==> src/rrq_pkg.sv <==
// ----------------------------------------------------------------------------
// rrq_pkg: shared types for the round-robin queue with expedite
// Id type, opcode codes, sequencer states and the sequencer status bundle.
// ----------------------------------------------------------------------------
package rrq_pkg;

   localparam int ID_W = 7;

   typedef logic [ID_W-1:0] id_type;

   // opcode codes
   localparam logic OP_SERVE    = 1'b0;
   localparam logic OP_EXPEDITE = 1'b1;

   // count loaded at reset, before clamping to the queue capacity
   localparam int COUNT_RESET = 64;

   typedef enum logic [2:0] {
      ST_FILL,
      ST_IDLE,
      ST_FRONT,
      ST_SERVE,
      ST_EXPED,
      ST_EMIT
   } state_type;

   typedef struct packed {
      logic   req_ready;
      logic   push;
      id_type data;
   } seq_stat_type;

endpackage

==> src/round_robin_queue_with_expedite_unit.sv <==
// ----------------------------------------------------------------------------
// Serve: front read, backward rotate pass over count cells, emit, then result
// register; the next request is accepted only after the result is pushed, so serves
// do not overlap, and a result beat that is held off delays the next serve.
// Expedite: a forward pass over the cells from the front up to the id; out of range: dropped.
// Each pass walks the order RAM one cell per cycle through its single write port.
// Reset and every count write reload the order in a sweep over count cells, req_ready low.
// ----------------------------------------------------------------------------
// ----------------------------------------------------------------------------
// round_robin_queue_with_expedite_unit: circular service order with expedite
// Holds the member count and the result register around the pass sequencer.
// ----------------------------------------------------------------------------
module round_robin_queue_with_expedite_unit #(
   parameter int MAX_MEMBERS = 64
) (
   input  logic            clock,
   input  logic            reset,
   input  logic            req_valid,
   output logic            req_ready,
   input  logic            req_opcode,
   input  rrq_pkg::id_type req_member_id,
   output logic            rsp_valid,
   input  logic            rsp_ready,
   output rrq_pkg::id_type rsp_served_id,
   input  logic            csr_wr_en,
   input  rrq_pkg::id_type csr_wr_data
);

   import rrq_pkg::*;

   localparam int CAP      = (MAX_MEMBERS < 127) ? MAX_MEMBERS : 127;
   localparam int COUNT_RV = (COUNT_RESET < CAP) ? COUNT_RESET : CAP;

   id_type       count_ff, count_in;
   logic         out_valid_ff, out_valid_in;
   id_type       out_data_ff, out_data_in;
   logic         slot_free;
   seq_stat_type seq_stat;

   always_comb begin
      count_in = count_ff;
      if (csr_wr_en) begin
         if (csr_wr_data == '0) begin
            count_in = id_type'(1);
         end else if (csr_wr_data > id_type'(CAP)) begin
            count_in = id_type'(CAP);
         end else begin
            count_in = csr_wr_data;
         end
      end
   end

   assign slot_free = !out_valid_ff || rsp_ready;

   always_comb begin
      out_valid_in = out_valid_ff;
      out_data_in  = out_data_ff;
      if (seq_stat.push) begin
         out_valid_in = 1'b1;
         out_data_in  = seq_stat.data;
      end else if (rsp_ready) begin
         out_valid_in = 1'b0;
      end
   end

   always_ff @(posedge clock) begin
      if (reset) begin
         count_ff     <= id_type'(COUNT_RV);
         out_valid_ff <= 1'b0;
      end else begin
         count_ff     <= count_in;
         out_valid_ff <= out_valid_in;
      end
      out_data_ff <= out_data_in;
   end

   rrq_seq #(
      .MAX_MEMBERS (MAX_MEMBERS)
   ) u_seq (
      .clock         (clock),
      .reset         (reset),
      .reload        (csr_wr_en),
      .count         (count_ff),
      .req_valid     (req_valid),
      .req_opcode    (req_opcode),
      .req_member_id (req_member_id),
      .slot_free     (slot_free),
      .stat          (seq_stat)
   );

   assign req_ready     = seq_stat.req_ready;
   assign rsp_valid     = out_valid_ff;
   assign rsp_served_id = out_data_ff;

`ifndef SYNTHESIS
   a_count_range: assert property (@(posedge clock) disable iff (reset)
      count_ff != '0 && count_ff <= id_type'(CAP))
      else $error("member count out of range");

   a_serve_busy: assert property (@(posedge clock) disable iff (reset)
      req_valid && req_ready && req_opcode == OP_SERVE |=> !req_ready)
      else $error("serve beat did not start a pass");

   a_reload_busy: assert property (@(posedge clock) disable iff (reset)
      csr_wr_en |=> !req_ready)
      else $error("count write did not start a reload sweep");

   a_rsp_id_range: assert property (@(posedge clock) disable iff (reset)
      rsp_valid |-> rsp_served_id != '0 && rsp_served_id <= count_ff)
      else $error("served id outside active range");
`endif

endmodule

==> src/rrq_ram.sv <==
// ----------------------------------------------------------------------------
// rrq_ram: generic simple dual-port RAM
// One write port, one read port, registered read data (old data on collision).
// ----------------------------------------------------------------------------
module rrq_ram #(
   parameter int WIDTH = 7,
   parameter int DEPTH = 64
) (
   input  logic                     clock,
   input  logic                     wr_en,
   input  logic [$clog2(DEPTH)-1:0] wr_addr,
   input  logic [WIDTH-1:0]         wr_data,
   input  logic [$clog2(DEPTH)-1:0] rd_addr,
   output logic [WIDTH-1:0]         rd_data
);

   logic [WIDTH-1:0] mem_ff [DEPTH];
   logic [WIDTH-1:0] rd_data_ff;

   always_ff @(posedge clock) begin
      if (wr_en) begin
         mem_ff[wr_addr] <= wr_data;
      end
      rd_data_ff <= mem_ff[rd_addr];
   end

   assign rd_data = rd_data_ff;

endmodule

==> src/rrq_seq.sv <==
// ----------------------------------------------------------------------------
// rrq_seq: order store and pass sequencer
// Walks the order cells one per cycle with a carry register: a serve runs a
// backward pass that rotates the front to the back, an expedite runs a
// forward pass that pulls the named id to the front. Also reloads the order.
// ----------------------------------------------------------------------------
module rrq_seq #(
   parameter int MAX_MEMBERS = 64
) (
   input  logic                  clock,
   input  logic                  reset,
   input  logic                  reload,
   input  rrq_pkg::id_type       count,
   input  logic                  req_valid,
   input  logic                  req_opcode,
   input  rrq_pkg::id_type       req_member_id,
   input  logic                  slot_free,
   output rrq_pkg::seq_stat_type stat
);

   import rrq_pkg::*;

   localparam int AW = $clog2(MAX_MEMBERS);

   typedef logic [AW-1:0] addr_type;

   state_type state_ff, state_in;
   addr_type  addr_ff, addr_in;
   id_type    carry_ff, carry_in;
   id_type    id_ff, id_in;

   addr_type  last_addr;
   addr_type  addr_step;
   logic      at_last;
   logic      at_zero;

   logic      we;
   addr_type  wa;
   id_type    wd;
   addr_type  ra;
   id_type    rd;

   rrq_ram #(
      .WIDTH (ID_W),
      .DEPTH (MAX_MEMBERS)
   ) u_cells (
      .clock   (clock),
      .wr_en   (we),
      .wr_addr (wa),
      .wr_data (wd),
      .rd_addr (ra),
      .rd_data (rd)
   );

   // count never exceeds capacity, so the last index fits the address
   assign last_addr = AW'(count - id_type'(1));
   assign at_last   = (addr_ff == last_addr);
   assign at_zero   = (addr_ff == '0);
   // one address stepper: down for the serve pass, up otherwise
   assign addr_step = (state_ff == ST_SERVE) ? addr_ff - addr_type'(1)
                                             : addr_ff + addr_type'(1);

   always_ff @(posedge clock) begin
      if (reset) begin
         state_ff <= ST_FILL;
         addr_ff  <= '0;
      end else begin
         state_ff <= state_in;
         addr_ff  <= addr_in;
      end
      carry_ff <= carry_in;
      id_ff    <= id_in;
   end

   always_comb begin
      state_in       = state_ff;
      addr_in        = addr_ff;
      carry_in       = carry_ff;
      id_in          = id_ff;
      we             = 1'b0;
      wa             = addr_ff;
      wd             = carry_ff;
      ra             = addr_ff;
      stat.req_ready = 1'b0;
      stat.push      = 1'b0;
      stat.data      = carry_ff;

      unique case (state_ff)
         ST_FILL: begin
            we = 1'b1;
            wd = id_type'(addr_ff) + id_type'(1);
            if (at_last) begin
               addr_in  = '0;
               state_in = ST_IDLE;
            end else begin
               addr_in = addr_step;
            end
         end
         ST_IDLE: begin
            // keep the front cell in flight for the next serve
            ra             = '0;
            stat.req_ready = 1'b1;
            if (req_valid) begin
               if (req_opcode == OP_SERVE) begin
                  state_in = ST_FRONT;
               end else if (req_member_id != '0 && req_member_id <= count) begin
                  id_in    = req_member_id;
                  carry_in = req_member_id;
                  addr_in  = '0;
                  state_in = ST_EXPED;
               end
            end
         end
         ST_FRONT: begin
            carry_in = rd;
            addr_in  = last_addr;
            ra       = last_addr;
            state_in = ST_SERVE;
         end
         ST_SERVE: begin
            // drop the carry in, lift the old cell out
            we       = 1'b1;
            carry_in = rd;
            if (at_zero) begin
               state_in = ST_EMIT;
            end else begin
               addr_in = addr_step;
               ra      = addr_step;
            end
         end
         ST_EXPED: begin
            we       = 1'b1;
            carry_in = rd;
            if (rd == id_ff || at_last) begin
               addr_in  = '0;
               state_in = ST_IDLE;
            end else begin
               addr_in = addr_step;
               ra      = addr_step;
            end
         end
         ST_EMIT: begin
            // carry holds the old front after the backward pass
            if (slot_free) begin
               stat.push = 1'b1;
               state_in  = ST_IDLE;
            end
         end
         default: begin
            state_in = ST_FILL;
            addr_in  = '0;
         end
      endcase

      if (reload) begin
         state_in = ST_FILL;
         addr_in  = '0;
      end
   end

endmodule
==> config.mk <==
export PLATFORM = sky130hd
export DESIGN_NAME = round_robin_queue_with_expedite_unit
export DESIGN_NICKNAME = d
export VERILOG_FILES = /design/src/rrq_pkg.sv /design/src/round_robin_queue_with_expedite_unit.sv /design/src/rrq_ram.sv /design/src/rrq_seq.sv
export SDC_FILE = /design/constraint.sdc
export NUM_CORES = 1
export LEC_CHECK = 0
export BUFFER_PORTS_ARGS = -buffer_cell sky130_fd_sc_hd__buf_2
export CORE_UTILIZATION = 60
export CTS_CLUSTER_SIZE = 28
export DETAILED_ROUTE_END_ITERATION = 8
export PLACE_DENSITY_LB_ADDON = 0.25
export SETUP_SLACK_MARGIN = 0.02
export SYNTH_ARGS = -nofsm -noshare
export SYNTH_HDL_FRONTEND = slang
export SYNTH_SLANG_ARGS = --single-unit
==> constraint.sdc <==
create_clock -name clock -period 4.9 [get_ports clock]
set_input_delay 0.49 -clock clock [delete_from_list [all_inputs] [get_ports clock]]
set_output_delay 0.49 -clock clock [all_outputs]
set_load 0.02 [all_outputs]
==> results of run 1 <==
[stage by stage]
stage	instance area, µm²	worst slack (ns)
after floorplan	20800	0.618
after global placement	21500	0.194
after detailed placement	21500	0.0900
after CTS	23000	0.0796
after global routing	23100	0.0105
final	23100	0.298
[registers in the layout, indices dropped and copies added, names as in the netlist]
register and count:
u_seq.u_cells.mem_ff 448, count_ff 7, rsp_served_id 7, u_seq.carry_ff 7, u_seq.id_ff 7, u_seq.u_cells.rd_data 7
u_seq.addr_ff 6, u_seq.state_ff 3, rsp_valid 1
[per-layer routing]
| layer | GRT usage, % | up-vias | share of wire, % |
|---|---|---|---|
| met5 | 0 | - | 0 |
| met4 | 13.8 | 0 | 4.2 |
| met3 | 6.79 | 153 | 9.9 |
| met2 | 45.9 | 804 | 46 |
| met1 | 40.7 | 6775 | 39 |
| li1 | - | 6220 | - |
[worst paths after layout]
kind / from / end / slack, ns / cells past startpoint
min reg2reg: u_seq.carry_ff[4] / rsp_served_id[4] / 0.47 / 0
min: csr_wr_data[5] / count_ff[5] / 0.17 / 3
max reg2reg: count_ff[0] / u_seq.u_cells.rd_data[0] / 0.30 / 16
max: count_ff[0] / u_seq.u_cells.rd_data[0] / 0.30 / 16
[power breakdown]
group	total, mW	switching (mW)	internal, mW
sequential	4.61	0.0199	4.59
combinational	0.347	0.238	0.109
clock	3.52	1.53	2.00
total	8.48	1.78	6.70
[layout make-up]
type	instances	area (µm²)	share of cell area, %
Clock buffer	70	1340	5.79
Clock inverter	17	141	0.613
Inverter	17	63.8	0.277
Multi-Input combinational cell	1075	5820	25.3
Sequential cell	493	14600	63.2
Tap cell	448	561	2.43
Timing Repair Buffer	77	572	2.48
[kinds of logic (layout without fill, tap and decap cells)]
logic type | after synthesis | in the layout | share of synthesized area, %
AND/OR/NAND/NOR | 792 | 793 | 16.9
flip-flops | 493 | 493 | 70.2
AO/OA/AOI/OAI | 209 | 209 | 6.59
buffers and inverters | 115 | 181 | 2.52
multiplexers | 29 | 29 | 1.56
XOR/XNOR | 28 | 28 | 1.31
adder cells (fa/ha/maj) | 16 | 16 | 1.00
[cell usage after synthesis (all sizes together) (3+ instances only)]
library cell	n	share of area, %
nor2	104	1.9
nor2b	12	0.36
nand4	21	0.63
a21o	4	0.14
a221oi	6	0.28
or3	4	0.12
or2	3	0.090
a31oi	14	0.42
and4	7	0.30
a2bb2oi	3	0.13
a32oi	3	0.13
a311oi	14	0.59
nand2	408	7.4
xnor2	18	0.76
nor4	12	0.36
a211oi	4	0.14
o21a	6	0.22
inv	17	0.31
nor3	7	0.17
a41oi	3	0.13
nand3b	3	0.11
mux2	7	0.38
o22ai	6	0.18
or4	3	0.11
and2	8	0.24
mux2i	20	0.96
xor2	8	0.34
dfxtp	24	2.3
nand3	162	3.9
nor3b	3	0.11
a22oi	8	0.29
o21ai	24	0.58
a21oi	83	2.0
ha	15	0.90
o31a	5	0.21
and3	27	0.81
clkbuf	44	0.80
nand2b	7	0.21
edfxtp	469	68
o211ai	5	0.18
buf	54	1.4
[worst register-to-register path: stages, from the launching register on]
cell	delay (ns)
dfxtp_1	0.44
inv_1	0.09
ha_1	0.22
xor2_1	0.28
xnor2_1	0.16
and4_1	0.32
a21o_1	0.29
inv_1	0.08
ha_1	0.29
a2bb2oi_1	0.07
o22ai_2	0.37
nand2_4	0.19
nand3_1	0.49
a21oi_1	0.11
nor4_2	0.49
o211ai_1	0.33
and4_1	0.28
[timing repair]
action | CTS | global route
buffers inserted | 0 | 5
endpoints found under the setup margin | 0 | 6
resized for setup | 0 | 10
==> impl_results.md, run 1 <==
- Final ANT Viol Nets: 0
- Count of buffer and inverter cells on the critical path: 2
- Status: completed
- Syn nets: between 1,500 and 2,000
- Nets@finish: 1,748
- Initial antenna violation count: 1
- Most frequent cells in the layout: 469 x edfxtp_1, 406 x nand2_1, 160 x nand3_1
- Cell Chain, Critical Path: inv_1 -> ha_1 -> xor2_1 -> xnor2_1 -> and4_1 -> a21o_1 -> inv_1 -> ha_1 -> a2bb2oi_1 -> o22ai_2 -> nand2_4 -> nand3_1 -> a21oi_1 -> nor4_2 -> o211ai_1 -> and4_1
- DRC viols: 0
- Core ar.: around 34,000 µm²
- Routed wire per std cell: around 24 µm
- Synthesized area: between 20,000 and 25,000 µm²
- #FFs+latches synth: about 490
- Critical Path Start Type: flop
- Die X: 188 µm
- Htree depth: 2
- Finished Layout Cells: around 2,200
- Inst Count DP: roughly 2,100
- Die height: 188 µm
- CP top delay family: simple AND/OR/NAND/NOR gates
- Via Count: 14,000
- Ys async rst share: 0%
- Crit path required time: between 5 and 6 ns
- Max-slew violations: 0
- Setup crit end kind: flop
- Die area: around 35,000 µm²
- Netlist cell types: 70
- Setup violators final: 0
- Post-Syn Instances: between 1,500 and 2,000
- Critical path class: reg -> reg
- Clk Tree Root Cell: clkbuf_16
- Post-route setup TNS: 0 ns
- Critical path's slowest cell: nand3_1
- Fmax: roughly 220 MHz
- EDFF count, synth: between 400 and 500
- Clock transition at path regs: around 0.060 ns
- Least-Margin Pin Slew: roughly 0.87 ns
- Final worst path period need: between 4 and 5 ns
- First-pass DRT Iterations: 6
- Clock tree buffer depth: 3
- Ys Warns: 0
- Critical path peak fanout: 10
- RSZ-0062 raised after global routing: yes
- CP max stage delay: 0.49 ns
- Vias in the first global route: 13,500
- First-pass GRT wire length: about 80,000 µm
- Starting Density: between 60% and 70%
- Clock Skews: around 0.021 ns
- Leakage power: roughly 8.0 nW
- Synth Flop Type: edfxtp_1
- Tcrit/Tclk final: 93.9%
- Hold buffers post-CTS: 0
- Via/cell ratio: around 6.4
- Sequential cell area fraction in the yosys report: between 70 and 80%
- Proportion of layout cells with a drive suffix above 1: under 10%
- Max-cap violation count: 0
- Pin count of the biggest net entering global routing: between 80 and 90
- Slew HR: between 40% and 50%
- Hold Slack: between 0.15 and 0.2 ns
- # rows: 67
- Diode count: 0
- I/O Pins: 29
- Final core occ: about two thirds
- Total track usage: between 20 and 30%
- Number of port buffers: 28
- Grt ovf: 0
- Peak VDD IR: around 0.36 mV
- CTS buffer count: between 40 and 50
- Hold crit path type: in -> reg
- Routability cong.: roughly 0.99
- Layout area overhead: 11.1%
- Commonest non-fill, non-tap cell in the layout: edfxtp_1
- Power Dens Cells: approximately 370 nW/µm²
- Final hold violations: 0
- Clk_lat worst skew: roughly 0.58 ns
- CP arrival: slightly above 5 ns
- CTS sink cnt: about 490
- Avg Cell Area, Syn: around 12 µm²
- Power Total: between 8 and 9 mW
- First DRT Iteration DRCs: ~1,700
- Fill cells: 2,343
- CTS tree: done
- Final wirelength: approximately 52,000 µm
- Final HPWL DP: about 33,000 µm
Note: power is estimated with default switching activity, not from simulation.
==> run 2: changes to the inputs <==
--- a/config.mk
+++ b/config.mk
@@ -6,10 +6,11 @@
 export NUM_CORES = 1
 export LEC_CHECK = 0
 export BUFFER_PORTS_ARGS = -buffer_cell sky130_fd_sc_hd__buf_2
-export CORE_UTILIZATION = 60
+export CORE_UTILIZATION = 45
 export CTS_CLUSTER_SIZE = 28
 export DETAILED_ROUTE_END_ITERATION = 8
 export PLACE_DENSITY_LB_ADDON = 0.25
+export REMOVE_ABC_BUFFERS = 1
 export SETUP_SLACK_MARGIN = 0.02
 export SYNTH_ARGS = -nofsm -noshare
 export SYNTH_HDL_FRONTEND = slang
==> impl_results.md, run 2 (synthesis results as in run 1) <==
- First-pass DRT Iterations: 5 (was 6)
- Max-slew violations: 0 (unchanged)
- Critical path class: reg -> reg (unchanged)
- Max-cap violation count: 0 (unchanged)
- Critical Path Start Type: flop (unchanged)
- Final HPWL DP: 34,400 µm (was 33,000 µm)
- Initial antenna violation count: 2 (was 1)
- Via Count: 13,700 (was 14,000)
- Hold path depth: 1 (was 3)
- RSZ-0062 raised after global routing: no (was yes)
- DRC viols: 0 (unchanged)
- Vias in the first global route: 13,200 (was 13,500)
- Status: completed (unchanged)
- Routability cong.: 0.893 (was 0.993)
- CTS tree: done (unchanged)
- Reg-to-reg endpoint: u_seq.u_cells.rd_data[0] (unchanged)
- Hold Crit Start: req_member_id[5] (was csr_wr_data[5])
- Critical path peak fanout: 19 (was 10)
- # rows: 78 (was 67)
- First-pass GRT wire length: 82,200 µm (was 79,200 µm)
- Proportion of layout cells with a drive suffix above 1: 11.3% (was 9.95%)
- Core ar.: 45,500 µm² (was 33,800 µm²)
- Clock tree buffer depth: 3 (unchanged)
- Reg-to-Reg Start: count_ff[0] (unchanged)
- Die X: 217 µm (was 188 µm)
- Hold Path Sink: u_seq.id_ff[5] (was count_ff[5])
- Grt ovf: 0 (unchanged)
- CTS sink cnt: 493 (unchanged)
- Fill cells: 3,893 (was 2,343)
- Nets@finish: 1,755 (was 1,748)
- Final worst path period need: 4.51 ns (was 4.60 ns)
- Power Dens Cells: 387 nW/µm² (was 368 nW/µm²)
- Clock transition at path regs: 0.07 ns (was 0.06 ns)
- Power Total: 9.13 mW (was 8.48 mW)
- Clock Skews: 0.0236 ns (was 0.0209 ns)
- Layout area overhead: 13.5% (was 11.1%)
- Setup crit end kind: flop (unchanged)
- Number of port buffers: 28 (unchanged)
- Most frequent cells in the layout: 469 x edfxtp_1, 406 x nand2_1, 161 x nand3_1 (was 469 x edfxtp_1, 406 x nand2_1, 160 x nand3_1)
- Fmax: 222 MHz (was 217 MHz)
- Final core occ: 51.8% (was 68.3%)
- Reg with most FFs: u_seq.u_cells.mem_ff (unchanged)
- CTS buffer count: 50 (was 48)
- CP arrival: 5.01 ns (was 5.07 ns)
- Max FFs per register: 448 (unchanged)
- FF-to-FF setup slack: 0.39 ns (was 0.30 ns)
- Hold crit path type: in -> reg (unchanged)
- Post-CTS setup buffer count: 0 (unchanged)
- Number of cells on the worst reg-to-reg path: 16 (unchanged)
- I/O Pins: 29 (unchanged)
- Crit path required time: 5.40 ns (was 5.37 ns)
- Die area: 47,000 µm² (was 35,300 µm²)
- Peak VDD IR: 0.221 mV (was 0.364 mV)
- First DRT Iteration DRCs: 1,616 (was 1,697)
- Clk Tree Root Cell: clkbuf_16 (unchanged)
- Final hold violations: 0 (unchanged)
- Commonest non-fill, non-tap cell in the layout: edfxtp_1 (unchanged)
- Slew HR: 17.9% (was 41.1%)
- Final ANT Viol Nets: 0 (unchanged)
- Setup violators final: 0 (unchanged)
- Pin count of the biggest net entering global routing: 80 (was 81)
- Final wirelength: 54,200 µm (was 52,200 µm)
- Starting Density: 45.7% (was 61.5%)
- Routed wire per std cell: 23.0 µm (was 23.8 µm)
- Leakage power: 8.18 nW (was 8.00 nW)
- Tcrit/Tclk final: 92.0% (was 93.9%)
- Clk_lat worst skew: 0.61 ns (was 0.58 ns)
- Least-Margin Pin Slew: 1.23 ns (was 0.874 ns)
- Htree depth: 2 (unchanged)
- Total track usage: 23.3% (was 29.8%)
- Die height: 217 µm (was 188 µm)
- Via/cell ratio: 5.82 (was 6.35)
run 2: cell types whose count changed in the layout (fill, tap and decap cells not counted), moves of 2 or more:
cell / delta
nor4_1: +4
clkinv_2: +7
clkinv_1: -3
buf_4: +7
bufinv_16: +10
nor4_2: -4
clkbuf_1: -17
clkbuf_8: -2
clkinvlp_4: +5
run 2: critical path, stage by stage, from the launching register on:
cell and delay (ns):
dfxtp_1 0.43, inv_1 0.10, ha_1 0.23, xor2_1 0.28, xnor2_1 0.15, and4_1 0.32, a21o_1 0.28, inv_1 0.07
ha_1 0.29, a2bb2oi_1 0.08, o22ai_2 0.34, and2_4 0.42, and2_1 0.40, nand3_1 0.15, nand4_1 0.19, nand4_1 0.35
and4_1 0.28
run 2: how the worst max path moves through the flow:
stage | start | endpoint | slack (ns) | depth (start not counted)
2_1_floorplan | u_seq.addr_ff[3] | u_seq.u_cells.rd_data[5] | -5.53 | 10
3_3_place_gp | count_ff[0] | u_seq.u_cells.rd_data[4] | 0.45 | 18
3_5_place_dp | count_ff[0] | u_seq.u_cells.rd_data[4] | 0.37 | 18
4_1_cts | count_ff[0] | u_seq.u_cells.rd_data[4] | 0.34 | 18
5_1_grt | count_ff[0] | u_seq.u_cells.rd_data[3] | 0.04 | 17
6_report | count_ff[0] | u_seq.u_cells.rd_data[0] | 0.39 | 16
run 2: final cells by class:
cell class	instances	area, µm²	share of cell area [%]
Antenna cell	1	2.50	0.0106
Inverter	17	63.8	0.271
Timing Repair Buffer	82	596	2.53
Sequential cell	493	14600	61.8
Clock inverter	38	532	2.26
Clock buffer	52	1260	5.34
Multi-Input combinational cell	1075	5800	24.6
Tap cell	600	751	3.19
run 2: what timing repair did:
| action | CTS | global route |
|---|---|---|
| setup endpoints to repair | 0 | 3 |
| hold buffers | 0 | 0 |
| resized for setup | 0 | 2 |
run 2: per-layer routing:
metal	routed length [µm]	vias up	track usage, %	share of wire [%]
li1	-	6245	-	-
met4	1250	0	7.35	2.3
met1	23300	6812	33.3	43
met2	25200	606	36.6	47
met5	0	-	0	0
met3	4370	72	3.69	8.1
run 2: power by group:
| part | switching [mW] | leakage (nW) | total (mW) | internal, mW |
|---|---|---|---|---|
| Sequential | 0.0236 | 4.46 | 4.62 | 4.59 |
| Combinational | 0.240 | 2.85 | 0.347 | 0.107 |
| Clock | 1.65 | 0.862 | 4.16 | 2.51 |
| Total | 1.92 | 8.18 | 9.13 | 7.21 |
run 2: per-stage QoR:
| stage | std cells | hold slack [ns] | setup TNS [ns] | area (µm²) | setup WS (ns) |
|---|---|---|---|---|---|
| 2_1_floorplan | 1584 | 0.426 | -38.64 | 20300 | -5.53 |
| 3_3_place_gp | 2266 | 0.454 | 0 | 21800 | 0.448 |
| 3_5_place_dp | 2266 | 0.454 | 0 | 21800 | 0.366 |
| 4_1_cts | 2356 | 0.0947 | 0 | 23600 | 0.341 |
| 5_1_grt | 2357 | 0.118 | 0 | 23600 | 0.0384 |
| 6_report | 2358 | 0.126 | 0 | 23600 | 0.393 |
==> run 3: changes to the inputs <==
--- a/config.mk
+++ b/config.mk
@@ -6,6 +6,7 @@
 export NUM_CORES = 1
 export LEC_CHECK = 0
 export BUFFER_PORTS_ARGS = -buffer_cell sky130_fd_sc_hd__buf_2
+export CORE_ASPECT_RATIO = 0.75
 export CORE_UTILIZATION = 45
 export CTS_CLUSTER_SIZE = 28
 export DETAILED_ROUTE_END_ITERATION = 8
==> impl_results.md, run 3 (synthesis results as in run 1) <==
- Status: completed (unchanged)
- Die X: 250 µm (was 217 µm)
- Logic pwr share: 4.4% (was 3.8%)
- Htree depth: 2 (unchanged)
- Max-slew violations: 0 (unchanged)
- Max FFs per register: 448 (unchanged)
- I/O Pins: 29 (unchanged)
- Clock transition at path regs: 0.07 ns (about the same)
- Pin count of the biggest net entering global routing: 65 (was 80)
- Final wirelength: 57,500 µm (was 54,200 µm)
- Final worst path period need: 4.70 ns (was 4.51 ns)
- First DRT Iteration DRCs: 1,966 (was 1,616)
- Number of port buffers: 28 (unchanged)
- Final HPWL DP: 37,500 µm (was 34,400 µm)
- DRC viols: 0 (unchanged)
- Power Total: 8.43 mW (was 9.13 mW)
- Die height: 188 µm (was 217 µm)
- CP arrival: 5.16 ns (was 5.01 ns)
- Vias in the first global route: 12,900 (was 13,200)
- Final core occ: 51.8% (about the same)
- First-pass DRT Iterations: 7 (was 5)
- Critical path class: reg -> reg (unchanged)
- Flop pwr share: 54.8% (was 50.6%)
- Via Count: 13,900 (was 13,700)
- Layout area overhead: 12.6% (was 13.5%)
- Hold buffers post-CTS: 0 (unchanged)
- Fmax: 213 MHz (was 222 MHz)
- Inst Count DP: 2,255 (was 2,266)
- Most frequent cells in the layout: 469 x edfxtp_1, 406 x nand2_1, 159 x nand3_1 (was 469 x edfxtp_1, 406 x nand2_1, 161 x nand3_1)
- CTS sink cnt: 493 (unchanged)
- RSZ-0062 raised after global routing: no (unchanged)
- Diode count: 0 (was 1)
- Core ar.: 45,100 µm² (was 45,500 µm²)
- Setup violators final: 0 (unchanged)
- Hold crit path type: in -> reg (unchanged)
- Leakage power: 8.10 nW (was 8.18 nW)
- Tcrit/Tclk final: 95.9% (was 92.0%)
- Sw power: 1.81 mW (was 1.92 mW)
- Nets@finish: 1,765 (was 1,755)
- Least-Margin Pin Slew: 1.16 ns (was 1.23 ns)
- Placed instance area: 21,800 µm² (about the same)
- Setup crit end kind: flop (unchanged)
- Grt ovf: 0 (unchanged)
- Clock tree buffer depth: 3 (unchanged)
- Slew HR: 22.2% (was 17.9%)
- Initial antenna violation count: 1 (was 2)
- Via/cell ratio: 5.90 (was 5.82)
- Reg with most FFs: u_seq.u_cells.mem_ff (unchanged)
- Proportion of layout cells with a drive suffix above 1: 11.5% (was 11.3%)
- Internal power: 6.62 mW (was 7.21 mW)
- Routability cong.: 0.964 (was 0.893)
- Critical Path Start Type: flop (unchanged)
- Peak VDD IR: 0.294 mV (was 0.221 mV)
- First-pass GRT wire length: 84,300 µm (was 82,200 µm)
- Clock Skews: 0.0257 ns (was 0.0236 ns)
- Clk Tree Root Cell: clkbuf_16 (unchanged)
- Final hold violations: 0 (unchanged)
- Clk_lat worst skew: 0.57 ns (was 0.61 ns)
- Clk pwr share: 40.8% (was 45.6%)
- Post-route cell area: 23,400 µm² (was 23,600 µm²)
- Starting Density: 46.0% (was 45.7%)
- Final ANT Viol Nets: 0 (unchanged)
- Fill cells: 3,812 (was 3,893)
- Die area: 47,000 µm² (about the same)
- Net Sw Frac: 21.5% (was 21.0%)
- Max-cap violation count: 0 (unchanged)
- Power Dens Cells: 361 nW/µm² (was 387 nW/µm²)
- Commonest non-fill, non-tap cell in the layout: edfxtp_1 (unchanged)
- # rows: 67 (was 78)
- Critical path peak fanout: 50 (was 19)
- Finished Layout Cells: 2,352 (was 2,358)
- CTS tree: done (unchanged)
- Total track usage: 24.2% (was 23.3%)
- Routed wire per std cell: 24.5 µm (was 23.0 µm)
- Crit path required time: 5.36 ns (was 5.40 ns)
- CTS buffer count: 46 (was 50)
run 3: changes by cell type in the layout (fill, tap and decap cells not counted), moves of 4 or more:
| cell | delta |
|---|---|
| bufinv_16 | -12 |
| nor4_2 | +6 |
| clkinv_1 | +5 |
| clkbuf_1 | +9 |
| nor4_1 | -6 |
| clkinv_2 | -4 |
| clkbuf_8 | +6 |
| buf_4 | +12 |
| clkinvlp_4 | -4 |
run 3: timing repair:
action                     4_1_cts  5_1_grt
hold endpoints to repair         0        0
pin swaps                        0        2
gates resized for setup          4        9
buffers inserted                 2        9
gates cloned                     0        1
setup endpoints to repair        5        7
run 3: critical path, cell delays in order, from the launching register on:
cell	delay (ns)
dfxtp_1	0.46
or3_1	0.60
or2_1	0.36
and2_1	0.28
a221o_1	0.46
a311o_2	0.62
buf_12	0.29
buf_12	0.19
nand2_1	0.07
a21oi_1	0.08
nor4_1	0.52
o211ai_1	0.37
and4_1	0.29
run 3: per-stage QoR:
step	hold slack, ns	setup slack [ns]	setup TNS, ns
5_1_grt	0.141	0.0438	0
3_5_place_dp	0.474	-0.117	-0.254
3_3_place_gp	0.476	-0.0632	-0.0632
6_report	0.157	0.203	0
4_1_cts	0.129	0.0296	0
2_1_floorplan	0.426	-5.53	-38.64
run 3: final timing paths:
path	end	cells past startpoint	slack (ns)	from
hold reg to reg	rsp_served_id[5]	0	0.49	u_seq.carry_ff[5]
setup / recovery	u_seq.u_cells.rd_data[1]	12	0.20	u_seq.addr_ff[3]
hold / removal	u_seq.id_ff[5]	1	0.16	req_member_id[5]
setup reg to reg	u_seq.u_cells.rd_data[1]	12	0.20	u_seq.addr_ff[3]
run 3: cell type report:
type / instances / area [µm²] / share of cell area [%]
well taps: 586 / 733 / 3.14
multi-input cells: 1075 / 5860 / 25.1
clock inverters: 19 / 86.3 / 0.369
inverters: 17 / 63.8 / 0.273
clock buffers: 66 / 1350 / 5.78
flip-flops and latches: 493 / 14600 / 62.3
repair buffers: 96 / 717 / 3.07
run 3: metal layers:
metal | GRT usage [%] | wire length (µm)
met5 | 0 | 0
met4 | 4.88 | 984
met3 | 7.68 | 7050
met2 | 33.3 | 23900
met1 | 37.3 | 25600
run 3: power by group through the flow:
stage                     sequential [mW]  combinational (mW)  clock (mW)
after floorplan                      4.69               0.233           0
after global placement               4.71               0.354           0
after detailed placement             4.71               0.359           0
after CTS                            4.62               0.361        3.47
after global routing                 4.62               0.403        3.64
final                                4.62               0.375        3.44
